$ cat config.mk
export PLATFORM = sky130hd
export DESIGN_NAME = nearest_centroid_assign_top
export DESIGN_NICKNAME = d
export VERILOG_FILES = /design/src/design/ncaa_pkg.sv /design/src/design/ncaa_store.sv /design/src/design/ncaa_acc.sv /design/src/design/ncaa_engine.sv /design/src/design/nearest_centroid_assign_top.sv
export SDC_FILE = /design/constraint.sdc
export NUM_CORES = 2
export LEC_CHECK = 0
export BUFFER_PORTS_ARGS = -buffer_cell sky130_fd_sc_hd__buf_2
export CAP_MARGIN = 30
export CORE_MARGIN = 4
export CORE_UTILIZATION = 55
export DETAILED_ROUTE_END_ITERATION = 12
export GPL_ROUTABILITY_DRIVEN = 1
export HOLD_SLACK_MARGIN = 0.05
export PLACE_DENSITY_LB_ADDON = 0.12
export SETUP_SLACK_MARGIN = 0.15
export SLEW_MARGIN = 20
export SYNTH_ARGS = -nofsm -noshare
export SYNTH_HDL_FRONTEND = slang
export SYNTH_MEMORY_MAX_BITS = 65536
export SYNTH_SLANG_ARGS = --single-unit
$ cat constraint.sdc
create_clock -name clk -period 20.2 [get_ports clk]
set_input_delay 1.01 -clock clk [delete_from_list [all_inputs] [get_ports clk]]
set_output_delay 1.01 -clock clk [all_outputs]
set_load 0.01 [all_outputs]
$ cat src/design/ncaa_pkg.sv
package ncaa_pkg;

    // default sizing of the block
    localparam int MAX_CENTROIDS_DEF = 16;
    localparam int MAX_DIMS_DEF      = 16;
    localparam int COORD_BITS_DEF    = 16;

    // fixed field widths
    localparam int SEL_W     = 4;
    localparam int VALUE_W   = 16;
    localparam int LABEL_W   = 4;
    localparam int DIST_W    = 36;
    localparam int CNT_W     = 5;
    localparam int CFG_IDX_W = 1;

    // configuration register indexes
    localparam logic [CFG_IDX_W-1:0] REG_ACTIVE_CENTROIDS = 1'b0;
    localparam logic [CFG_IDX_W-1:0] REG_DIM_COUNT        = 1'b1;

    // item function codes
    localparam logic FUNC_LOAD  = 1'b0;
    localparam logic FUNC_POINT = 1'b1;

    // largest accumulated distance
    localparam logic [DIST_W-1:0] DIST_MAX = '1;

    // accumulator memory control
    typedef struct packed {
        logic rd_en;
        logic wr_en;
        logic clear;
    } acc_ctl_t;

endpackage

$ cat src/design/ncaa_store.sv
module ncaa_store
    import ncaa_pkg::*;
#(
    parameter int DEPTH = MAX_CENTROIDS_DEF * MAX_DIMS_DEF,
    parameter int WIDTH = COORD_BITS_DEF,
    localparam int AW = (DEPTH > 1) ? $clog2(DEPTH) : 1
)
(
    input  logic             clk,
    input  logic             wr_en,
    input  logic [AW-1:0]    wr_addr,
    input  logic [WIDTH-1:0] wr_data,
    input  logic             rd_en,
    input  logic [AW-1:0]    rd_addr,
    output logic [WIDTH-1:0] rd_data
);

    logic [WIDTH-1:0] mem [DEPTH];
    logic [WIDTH-1:0] rd_data_reg;

    // centroid coordinates, one write and one registered read per cycle
    always_ff @(posedge clk)
    begin
        if (wr_en)
        begin
            mem[wr_addr] <= wr_data;
        end
        if (rd_en)
        begin
            rd_data_reg <= mem[rd_addr];
        end
    end

    assign rd_data = rd_data_reg;

endmodule

$ cat src/design/ncaa_acc.sv
module ncaa_acc
    import ncaa_pkg::*;
#(
    parameter int DEPTH = MAX_CENTROIDS_DEF,
    localparam int AW = (DEPTH > 1) ? $clog2(DEPTH) : 1
)
(
    input  logic              clk,
    input  logic              rst_n,
    input  acc_ctl_t          ctl,
    input  logic [AW-1:0]     rd_addr,
    input  logic [AW-1:0]     wr_addr,
    input  logic [DIST_W-1:0] wr_data,
    output logic [DIST_W-1:0] rd_data
);

    logic [DIST_W-1:0] mem [DEPTH];
    logic [DIST_W-1:0] rd_data_reg;
    logic [DEPTH-1:0]  valid_reg;
    logic [DEPTH-1:0]  valid_next;

    // accumulator storage; an entry not written since the last clear reads as zero
    always_ff @(posedge clk)
    begin
        if (ctl.wr_en)
        begin
            mem[wr_addr] <= wr_data;
        end
        if (ctl.rd_en)
        begin
            rd_data_reg <= valid_reg[rd_addr] ? mem[rd_addr] : '0;
        end
    end

    // per-entry valid bits, cleared together at the end of a point
    always_comb
    begin
        valid_next = valid_reg;
        if (ctl.clear)
        begin
            valid_next = '0;
        end
        else if (ctl.wr_en)
        begin
            valid_next[wr_addr] = 1'b1;
        end
    end

    always_ff @(posedge clk or negedge rst_n)
    begin
        if (!rst_n)
        begin
            valid_reg <= '0;
        end
        else
        begin
            valid_reg <= valid_next;
        end
    end

    assign rd_data = rd_data_reg;

endmodule

$ cat src/design/ncaa_engine.sv
module ncaa_engine
    import ncaa_pkg::*;
#(
    parameter int MAX_CENTROIDS = MAX_CENTROIDS_DEF,
    parameter int MAX_DIMS      = MAX_DIMS_DEF,
    parameter int COORD_BITS    = COORD_BITS_DEF,
    localparam int VW  = (COORD_BITS < VALUE_W) ? COORD_BITS : VALUE_W,
    localparam int CIW = (MAX_CENTROIDS > 1) ? $clog2(MAX_CENTROIDS) : 1,
    localparam int DIW = (MAX_DIMS > 1) ? $clog2(MAX_DIMS) : 1,
    localparam int SDEPTH = MAX_CENTROIDS * MAX_DIMS,
    localparam int SAW = (SDEPTH > 1) ? $clog2(SDEPTH) : 1
)
(
    input  logic               clk,
    input  logic               rst_n,
    // input item
    input  logic               in_valid,
    output logic               in_stall,
    input  logic               func,
    input  logic [SEL_W-1:0]   centroid_sel,
    input  logic [SEL_W-1:0]   dim_sel,
    input  logic [VALUE_W-1:0] value,
    input  logic               last_coord,
    // configuration
    input  logic [CNT_W-1:0]   active_centroids,
    input  logic [CNT_W-1:0]   dim_count,
    // centroid store
    output logic               store_we,
    output logic [SAW-1:0]     store_waddr,
    output logic [VW-1:0]      store_wdata,
    output logic               store_re,
    output logic [SAW-1:0]     store_raddr,
    input  logic [VW-1:0]      store_rdata,
    // accumulator memory
    output acc_ctl_t           acc_ctl,
    output logic [CIW-1:0]     acc_raddr,
    output logic [CIW-1:0]     acc_waddr,
    output logic [DIST_W-1:0]  acc_wdata,
    input  logic [DIST_W-1:0]  acc_rdata,
    // result item
    output logic               out_valid,
    input  logic               out_stall,
    output logic [LABEL_W-1:0] label,
    output logic [DIST_W-1:0]  min_distance
);

    localparam logic [1:0] ST_IDLE   = 2'd0;
    localparam logic [1:0] ST_SWEEP  = 2'd1;
    localparam logic [1:0] ST_DRAIN  = 2'd2;
    localparam logic [1:0] ST_FINISH = 2'd3;

    localparam int IW    = 9;
    localparam int SQW   = 2 * VW + 2;
    localparam int SUM_W = DIST_W + 1;
    localparam int AMW   = 17;

    localparam logic [IW-1:0] MAXC = IW'(MAX_CENTROIDS);
    localparam logic [IW-1:0] MAXD = IW'(MAX_DIMS);

    logic [1:0]         state_reg, state_next;
    logic [CIW-1:0]     c_reg, c_next;
    logic               v1_reg, v2_reg;
    logic [CIW-1:0]     c1_reg, c2_reg;
    logic               out_valid_reg, out_valid_next;

    logic signed [VW-1:0] val_reg;
    logic [DIW-1:0]     d_reg;
    logic               add_en_reg;
    logic               last_reg;
    logic [SQW-1:0]     sq_reg;
    logic [DIST_W-1:0]  best_dist_reg;
    logic [CIW-1:0]     best_idx_reg;
    logic [LABEL_W-1:0] label_reg;
    logic [DIST_W-1:0]  dist_reg;

    logic               accept;
    logic               out_free;
    logic               finish_go;
    logic [IW-1:0]      nc_eff, nd_eff;
    logic [IW-1:0]      cc_w, dc_w;
    logic [IW-1:0]      csel_w, dsel_w, c_w, best_w;
    logic               load_ok;
    logic               sweep_end;
    logic signed [VW:0]   diff;
    logic signed [SQW-1:0] sq_full;
    logic [SUM_W-1:0]   sum_w;
    logic [DIST_W-1:0]  sum_sat;
    logic [AMW-1:0]     waddr_w, raddr_w;

    // effective counts: zero means one, above the maximum means the maximum
    always_comb
    begin
        cc_w = IW'(active_centroids);
        dc_w = IW'(dim_count);
        if (cc_w == '0)
        begin
            nc_eff = IW'(1);
        end
        else if (cc_w > MAXC)
        begin
            nc_eff = MAXC;
        end
        else
        begin
            nc_eff = cc_w;
        end
        if (dc_w == '0)
        begin
            nd_eff = IW'(1);
        end
        else if (dc_w > MAXD)
        begin
            nd_eff = MAXD;
        end
        else
        begin
            nd_eff = dc_w;
        end
    end

    // input handshake
    assign in_stall = (state_reg != ST_IDLE);
    assign accept   = in_valid && !in_stall;
    assign csel_w   = IW'(centroid_sel);
    assign dsel_w   = IW'(dim_sel);
    assign load_ok  = (csel_w < MAXC) && (dsel_w < MAXD);

    // centroid load goes straight into the store
    assign waddr_w     = AMW'(csel_w) * AMW'(MAX_DIMS) + AMW'(dsel_w);
    assign store_we    = accept && (func == FUNC_LOAD) && load_ok;
    assign store_waddr = waddr_w[SAW-1:0];
    assign store_wdata = value[VW-1:0];

    // sweep issues one centroid per cycle
    assign c_w         = IW'(c_reg);
    assign sweep_end   = (c_w + IW'(1)) == nc_eff;
    assign raddr_w     = AMW'(c_reg) * AMW'(MAX_DIMS) + AMW'(d_reg);
    assign store_re    = (state_reg == ST_SWEEP);
    assign store_raddr = raddr_w[SAW-1:0];

    assign out_free  = !out_valid_reg || !out_stall;
    assign finish_go = (state_reg == ST_FINISH) && out_free;

    // sequencer
    always_comb
    begin
        state_next = state_reg;
        c_next     = c_reg;
        case (state_reg)
            ST_IDLE:
            begin
                if (accept && (func == FUNC_POINT))
                begin
                    state_next = ST_SWEEP;
                    c_next     = '0;
                end
            end
            ST_SWEEP:
            begin
                if (sweep_end)
                begin
                    state_next = ST_DRAIN;
                end
                else
                begin
                    c_next = c_reg + CIW'(1);
                end
            end
            ST_DRAIN:
            begin
                if (!v1_reg && !v2_reg)
                begin
                    state_next = last_reg ? ST_FINISH : ST_IDLE;
                end
            end
            ST_FINISH:
            begin
                if (out_free)
                begin
                    state_next = ST_IDLE;
                end
            end
            default:
            begin
                state_next = ST_IDLE;
            end
        endcase
    end

    // output register
    always_comb
    begin
        out_valid_next = out_valid_reg;
        if (finish_go)
        begin
            out_valid_next = 1'b1;
        end
        else if (out_valid_reg && !out_stall)
        begin
            out_valid_next = 1'b0;
        end
    end

    always_ff @(posedge clk or negedge rst_n)
    begin
        if (!rst_n)
        begin
            state_reg     <= ST_IDLE;
            c_reg         <= '0;
            v1_reg        <= 1'b0;
            v2_reg        <= 1'b0;
            out_valid_reg <= 1'b0;
        end
        else
        begin
            state_reg     <= state_next;
            c_reg         <= c_next;
            v1_reg        <= (state_reg == ST_SWEEP);
            v2_reg        <= v1_reg;
            out_valid_reg <= out_valid_next;
        end
    end

    // subtract and square on the centroid read back from the store
    assign diff    = $signed({val_reg[VW-1], val_reg})
                   - $signed({store_rdata[VW-1], store_rdata});
    assign sq_full = diff * diff;

    // accumulate with saturation
    assign sum_w   = {1'b0, acc_rdata} + SUM_W'(sq_reg);
    assign sum_sat = sum_w[DIST_W] ? DIST_MAX : sum_w[DIST_W-1:0];

    // accumulator memory access: read one stage after the store, write one later
    always_comb
    begin
        acc_ctl.rd_en = v1_reg;
        acc_ctl.wr_en = v2_reg;
        acc_ctl.clear = finish_go;
    end
    assign acc_raddr = c1_reg;
    assign acc_waddr = c2_reg;
    assign acc_wdata = sum_sat;

    assign best_w = IW'(best_idx_reg);

    // item fields, pipeline payload, running minimum and result
    always_ff @(posedge clk)
    begin
        if (accept && (func == FUNC_POINT))
        begin
            val_reg    <= $signed(value[VW-1:0]);
            d_reg      <= dsel_w[DIW-1:0];
            add_en_reg <= dsel_w < nd_eff;
            last_reg   <= last_coord;
        end
        c1_reg <= c_reg;
        c2_reg <= c1_reg;
        sq_reg <= add_en_reg ? SQW'(unsigned'(sq_full)) : '0;
        if (v2_reg)
        begin
            if ((c2_reg == '0) || (sum_sat < best_dist_reg))
            begin
                best_dist_reg <= sum_sat;
                best_idx_reg  <= c2_reg;
            end
        end
        if (finish_go)
        begin
            label_reg <= best_w[LABEL_W-1:0];
            dist_reg  <= best_dist_reg;
        end
    end

    assign out_valid    = out_valid_reg;
    assign label        = label_reg;
    assign min_distance = dist_reg;

endmodule

$ cat src/design/nearest_centroid_assign_top.sv
// Nearest-centroid assignment (k-means assignment step, squared Euclidean distance).
// Load items (func 0) write one signed coordinate of one centroid and do not stall the input.
// Point items (func 1) stream one coordinate each; every point coordinate stalls the
// input while the single subtract-square-accumulate unit walks the active centroids
// one per cycle through the centroid memory and the accumulator memory, and the
// coordinate that carries last_coord then also hands its label and min_distance to
// the output register. A result that waits on out_stall does not hold up new items
// until the next result is ready.
// Accumulators clear at once on reset and after each point; the centroid memory
// has no reset and must be loaded before it is used.
module nearest_centroid_assign_top
    import ncaa_pkg::*;
#(
    parameter int MAX_CENTROIDS = MAX_CENTROIDS_DEF,
    parameter int MAX_DIMS      = MAX_DIMS_DEF,
    parameter int COORD_BITS    = COORD_BITS_DEF
)
(
    input  logic                 clk,
    input  logic                 rst_n,
    // configuration
    input  logic                 cfg_we,
    input  logic [CFG_IDX_W-1:0] cfg_index,
    input  logic [CNT_W-1:0]     cfg_data,
    // input items
    input  logic                 in_valid,
    output logic                 in_stall,
    input  logic                 func,
    input  logic [SEL_W-1:0]     centroid_sel,
    input  logic [SEL_W-1:0]     dim_sel,
    input  logic [VALUE_W-1:0]   value,
    input  logic                 last_coord,
    // result items
    output logic                 out_valid,
    input  logic                 out_stall,
    output logic [LABEL_W-1:0]   label,
    output logic [DIST_W-1:0]    min_distance
);

    localparam int VW     = (COORD_BITS < VALUE_W) ? COORD_BITS : VALUE_W;
    localparam int CIW    = (MAX_CENTROIDS > 1) ? $clog2(MAX_CENTROIDS) : 1;
    localparam int SDEPTH = MAX_CENTROIDS * MAX_DIMS;
    localparam int SAW    = (SDEPTH > 1) ? $clog2(SDEPTH) : 1;

    logic [CNT_W-1:0]  active_centroids_reg;
    logic [CNT_W-1:0]  dim_count_reg;

    logic              store_we;
    logic [SAW-1:0]    store_waddr;
    logic [VW-1:0]     store_wdata;
    logic              store_re;
    logic [SAW-1:0]    store_raddr;
    logic [VW-1:0]     store_rdata;

    acc_ctl_t          acc_ctl;
    logic [CIW-1:0]    acc_raddr;
    logic [CIW-1:0]    acc_waddr;
    logic [DIST_W-1:0] acc_wdata;
    logic [DIST_W-1:0] acc_rdata;

    // configuration registers
    always_ff @(posedge clk or negedge rst_n)
    begin
        if (!rst_n)
        begin
            active_centroids_reg <= CNT_W'(1);
            dim_count_reg        <= CNT_W'(1);
        end
        else if (cfg_we)
        begin
            case (cfg_index)
                REG_ACTIVE_CENTROIDS:
                begin
                    active_centroids_reg <= cfg_data;
                end
                REG_DIM_COUNT:
                begin
                    dim_count_reg <= cfg_data;
                end
                default:
                begin
                end
            endcase
        end
    end

    // centroid coordinate memory
    ncaa_store #(
        .DEPTH (SDEPTH),
        .WIDTH (VW)
    ) u_store (
        .clk     (clk),
        .wr_en   (store_we),
        .wr_addr (store_waddr),
        .wr_data (store_wdata),
        .rd_en   (store_re),
        .rd_addr (store_raddr),
        .rd_data (store_rdata)
    );

    // per-centroid distance accumulators
    ncaa_acc #(
        .DEPTH (MAX_CENTROIDS)
    ) u_acc (
        .clk     (clk),
        .rst_n   (rst_n),
        .ctl     (acc_ctl),
        .rd_addr (acc_raddr),
        .wr_addr (acc_waddr),
        .wr_data (acc_wdata),
        .rd_data (acc_rdata)
    );

    // sequencer and arithmetic
    ncaa_engine #(
        .MAX_CENTROIDS (MAX_CENTROIDS),
        .MAX_DIMS      (MAX_DIMS),
        .COORD_BITS    (COORD_BITS)
    ) u_engine (
        .clk              (clk),
        .rst_n            (rst_n),
        .in_valid         (in_valid),
        .in_stall         (in_stall),
        .func             (func),
        .centroid_sel     (centroid_sel),
        .dim_sel          (dim_sel),
        .value            (value),
        .last_coord       (last_coord),
        .active_centroids (active_centroids_reg),
        .dim_count        (dim_count_reg),
        .store_we         (store_we),
        .store_waddr      (store_waddr),
        .store_wdata      (store_wdata),
        .store_re         (store_re),
        .store_raddr      (store_raddr),
        .store_rdata      (store_rdata),
        .acc_ctl          (acc_ctl),
        .acc_raddr        (acc_raddr),
        .acc_waddr        (acc_waddr),
        .acc_wdata        (acc_wdata),
        .acc_rdata        (acc_rdata),
        .out_valid        (out_valid),
        .out_stall        (out_stall),
        .label            (label),
        .min_distance     (min_distance)
    );

endmodule

==> metrics.log <==
INFO  metric rsz_0062_raised_after_global_routing = false
INFO  metric worstSetupPathType = flop to flop
INFO  metric cp-start-kind = flop
INFO  metric ios = 79
INFO  metric largest_registers = u_store.mem (4096), u_acc.mem (576)
INFO  metric cts.root.buffer_cell = sky130_fd_sc_hd__clkbuf_16
INFO  metric dominantRegCellSynth = sky130_fd_sc_hd__edfxtp_1
INFO  metric row_count = 220
INFO  metric regMostFlops = u_store.mem
INFO  metric synth.net_count = 9448
INFO  metric ant_nets = 0
INFO  metric grt_pass1_vias = 96300
INFO  metric cp_max_fo = 20
INFO  metric cpLargestDelayFamily = adder cells
INFO  metric clk_pin_slew_worst_paths = 60 ps
INFO  metric drt-initial-drc-count = 11100
INFO  metric tightest_slew = 1190 ps
INFO  metric layout_area_overhead = 12.1%
INFO  metric tritoncts = done
INFO  metric yosys_warnings = 0
INFO  metric hold_path_class = input port to flop
INFO  metric asyncSetResetFlopFracSynth = 0.00714
INFO  metric hold_ws = 243 ps
INFO  metric final_cell_mix = sky130_fd_sc_hd__edfxtp_1 (4826), sky130_fd_sc_hd__mux4_2 (1528), sky130_fd_sc_hd__clkbuf_16 (492)
INFO  metric finalSetupViolCount = 0
INFO  metric grt_max_degree = 162
INFO  metric netlist-cell-type-count = 70
INFO  metric synth_edf_count = 4826
INFO  metric max_freq = 0.105 GHz
INFO  metric combined_area_of_all_synthesized_cells = 199000 µm²
INFO  metric final_core_utilization = 0.619
INFO  metric gp_routability_congestion = 0.830
INFO  metric critPathSlowestCell = sky130_fd_sc_hd__fa_1
INFO  metric r2r_cells = 34
INFO  metric finalMaxSlewViolations = 0
INFO  metric endpoint_kind = flop
INFO  metric max_ffs_per_register = 4096
INFO  metric yosys-top-cells-area = sky130_fd_sc_hd__edfxtp_1 (73%), sky130_fd_sc_hd__mux4_2 (17%), sky130_fd_sc_hd__fa_1 (2.7%), sky130_fd_sc_hd__ha_1 (1.1%), sky130_fd_sc_hd__nor2_1 (0.80%)
INFO  metric cts_inserted_buffers = 480
INFO  metric worst_ep_arrival_time = 10390 ps
INFO  metric core = 359000 µm²
INFO  metric clkLatencyLatePin = 1010 ps
INFO  metric final_design_area_no_fill = 223000 µm²
INFO  metric final_nets = 10000
INFO  metric dr_total_vias = 94200
INFO  metric initial_antenna_violation_count = 27
INFO  metric finalCriticalPeriod = 9530 ps
INFO  metric synth_top_area_share = 0.730
INFO  metric post_synth_top_area_cell = sky130_fd_sc_hd__edfxtp_1
INFO  metric die_area = 371000 µm²
INFO  metric hold-path-endpoint = u_engine.last_reg
INFO  metric fin_setup_tns = 0 ps
INFO  metric grt_pass1_wl = 701000 µm
INFO  metric timing.reg2reg.setup_slack = 10670 ps
INFO  metric worst_path_largest_cell_delay = 580 ps
INFO  metric post_synth_inst_count = 8968
INFO  metric wl_per_cell = 32.8 µm
INFO  metric numClockSinks = 4902
INFO  metric clockBufferDepth = 4
INFO  metric place_area = 207000 µm²
INFO  metric max_cap_viol_count = 0
INFO  metric io_buffers = 78
INFO  metric timing.clock.skew = 63.5 ps
INFO  metric finalCritPeriodShare = 0.472
INFO  metric synth-seq-area-share = 0.738
INFO  metric avgSynthCellArea = 22.1 µm²
INFO  metric final-hold-violation-count = 0
INFO  metric floorplan_die_height = 609 µm
INFO  metric slew_headroom = 0.208
INFO  metric crit_buf_inv = 8
INFO  metric global_route.overflow_total = 0
INFO  metric drt-vias-per-instance = 6.40
INFO  metric layout_commonest_cell = sky130_fd_sc_hd__edfxtp_1
INFO  metric worstReg2RegStart = u_engine.val_reg[0]
INFO  metric drt_pass1_iterations = 5
INFO  metric starting_density_of_the_core = 0.553
INFO  metric detailed_place_hpwl = 282000 µm
INFO  metric worstHoldStart = last_coord
INFO  metric cts.repair_timing.setup_buffer_count = 0
INFO  metric cts_max_level = 5
INFO  metric totalWireLength = 483000 µm
INFO  metric die_width = 609 µm
INFO  metric detail_route.drc_violations = 0
INFO  metric regToRegEndpoint = u_engine.sq_reg[33]
INFO  metric layout-drive-gt1-share = 0.280
INFO  metric synth-seq-cells = 4902
INFO  metric number_of_stages_on_the_worst_hold_path = 1
INFO  metric outcome = completed
INFO  metric worstPathRequired = 21060 ps
INFO  metric grtUsageTotal = 0.262
-- cell usage after synthesis, drive strengths merged, types with 31 or more instances --
cell type and number:
dfrtp 33, buf 176, o21ai 54, nand2 197
inv 399, nor2b 64, edfxtp 4826, ha 172
nor2 421, dfxtp 41, xnor2 46, fa 271
nand3 38, xor2 31, clkbuf 255, a21oi 75
a21o 37, a22oi 33, mux4 1528, and2 40
-- how the worst max path moves through the flow --
stage / startpoint / endpoint / slack, ps / depth (start not counted)
after floorplan: u_engine.val_reg[0] / u_engine.sq_reg[33] / 12010 / 31
after global placement: u_engine.val_reg[0] / u_engine.sq_reg[33] / 10570 / 33
after detailed placement: u_engine.val_reg[0] / u_engine.sq_reg[33] / 10590 / 33
after CTS: u_engine.val_reg[0] / u_engine.sq_reg[33] / 10550 / 33
after global routing: u_engine.val_reg[0] / u_engine.sq_reg[33] / 10210 / 34
final: u_engine.val_reg[0] / u_engine.sq_reg[33] / 10670 / 34
-- metrics by stage --
stage / worst slack (ps) / instances
after floorplan: 12010 / 8968
after global placement: 10570 / 13800
after detailed placement: 10590 / 13800
after CTS: 10550 / 14700
after global routing: 10210 / 14700
final: 10670 / 14700
-- area by class of cell --
| cell class | count | area [µm²] |
|---|---|---|
| Fill cell | 24400 | 137000 |
| Antenna cell | 18 | 45.0 |
| Inverter | 403 | 1510 |
| Clock buffer | 609 | 12800 |
| Clock inverter | 261 | 2150 |
| Sequential cell | 4902 | 147000 |
| Tap cell | 4773 | 5970 |
| Timing Repair Buffer | 521 | 4440 |
| Multi-Input combinational cell | 3232 | 49000 |
-- metal layers --
layer	GRT usage	routed length, µm	vias up
met1	0.380	193000	51300
met5	0	78	-
met4	0.0755	15300	12
li1	-	-	38100
met3	0.0397	36500	754
met2	0.422	238000	4003
-- cells by family (layout without fill, tap and decap cells) --
family | count (synthesis) | after routing | synth area share
AO/OA/AOI/OAI | 302 | 302 | 0.0101
XOR/XNOR | 77 | 77 | 0.00340
adder cells (fa/ha/maj) | 443 | 443 | 0.0382
buffers and inverters | 834 | 1794 | 0.0165
flip-flops | 4902 | 4902 | 0.738
multiplexers | 1542 | 1542 | 0.174
other | 0 | 18 | 0
AND/OR/NAND/NOR | 868 | 868 | 0.0193
-- what timing repair did --
item / 4_1_cts / 5_1_grt
gates resized for setup: 0 / 0
hold buffers: 1 / 0
endpoints found under the hold margin: 1 / 0
Power is not shown: default switching activity piles up to over one toggle a cycle in this logic, so the estimate is an artifact.
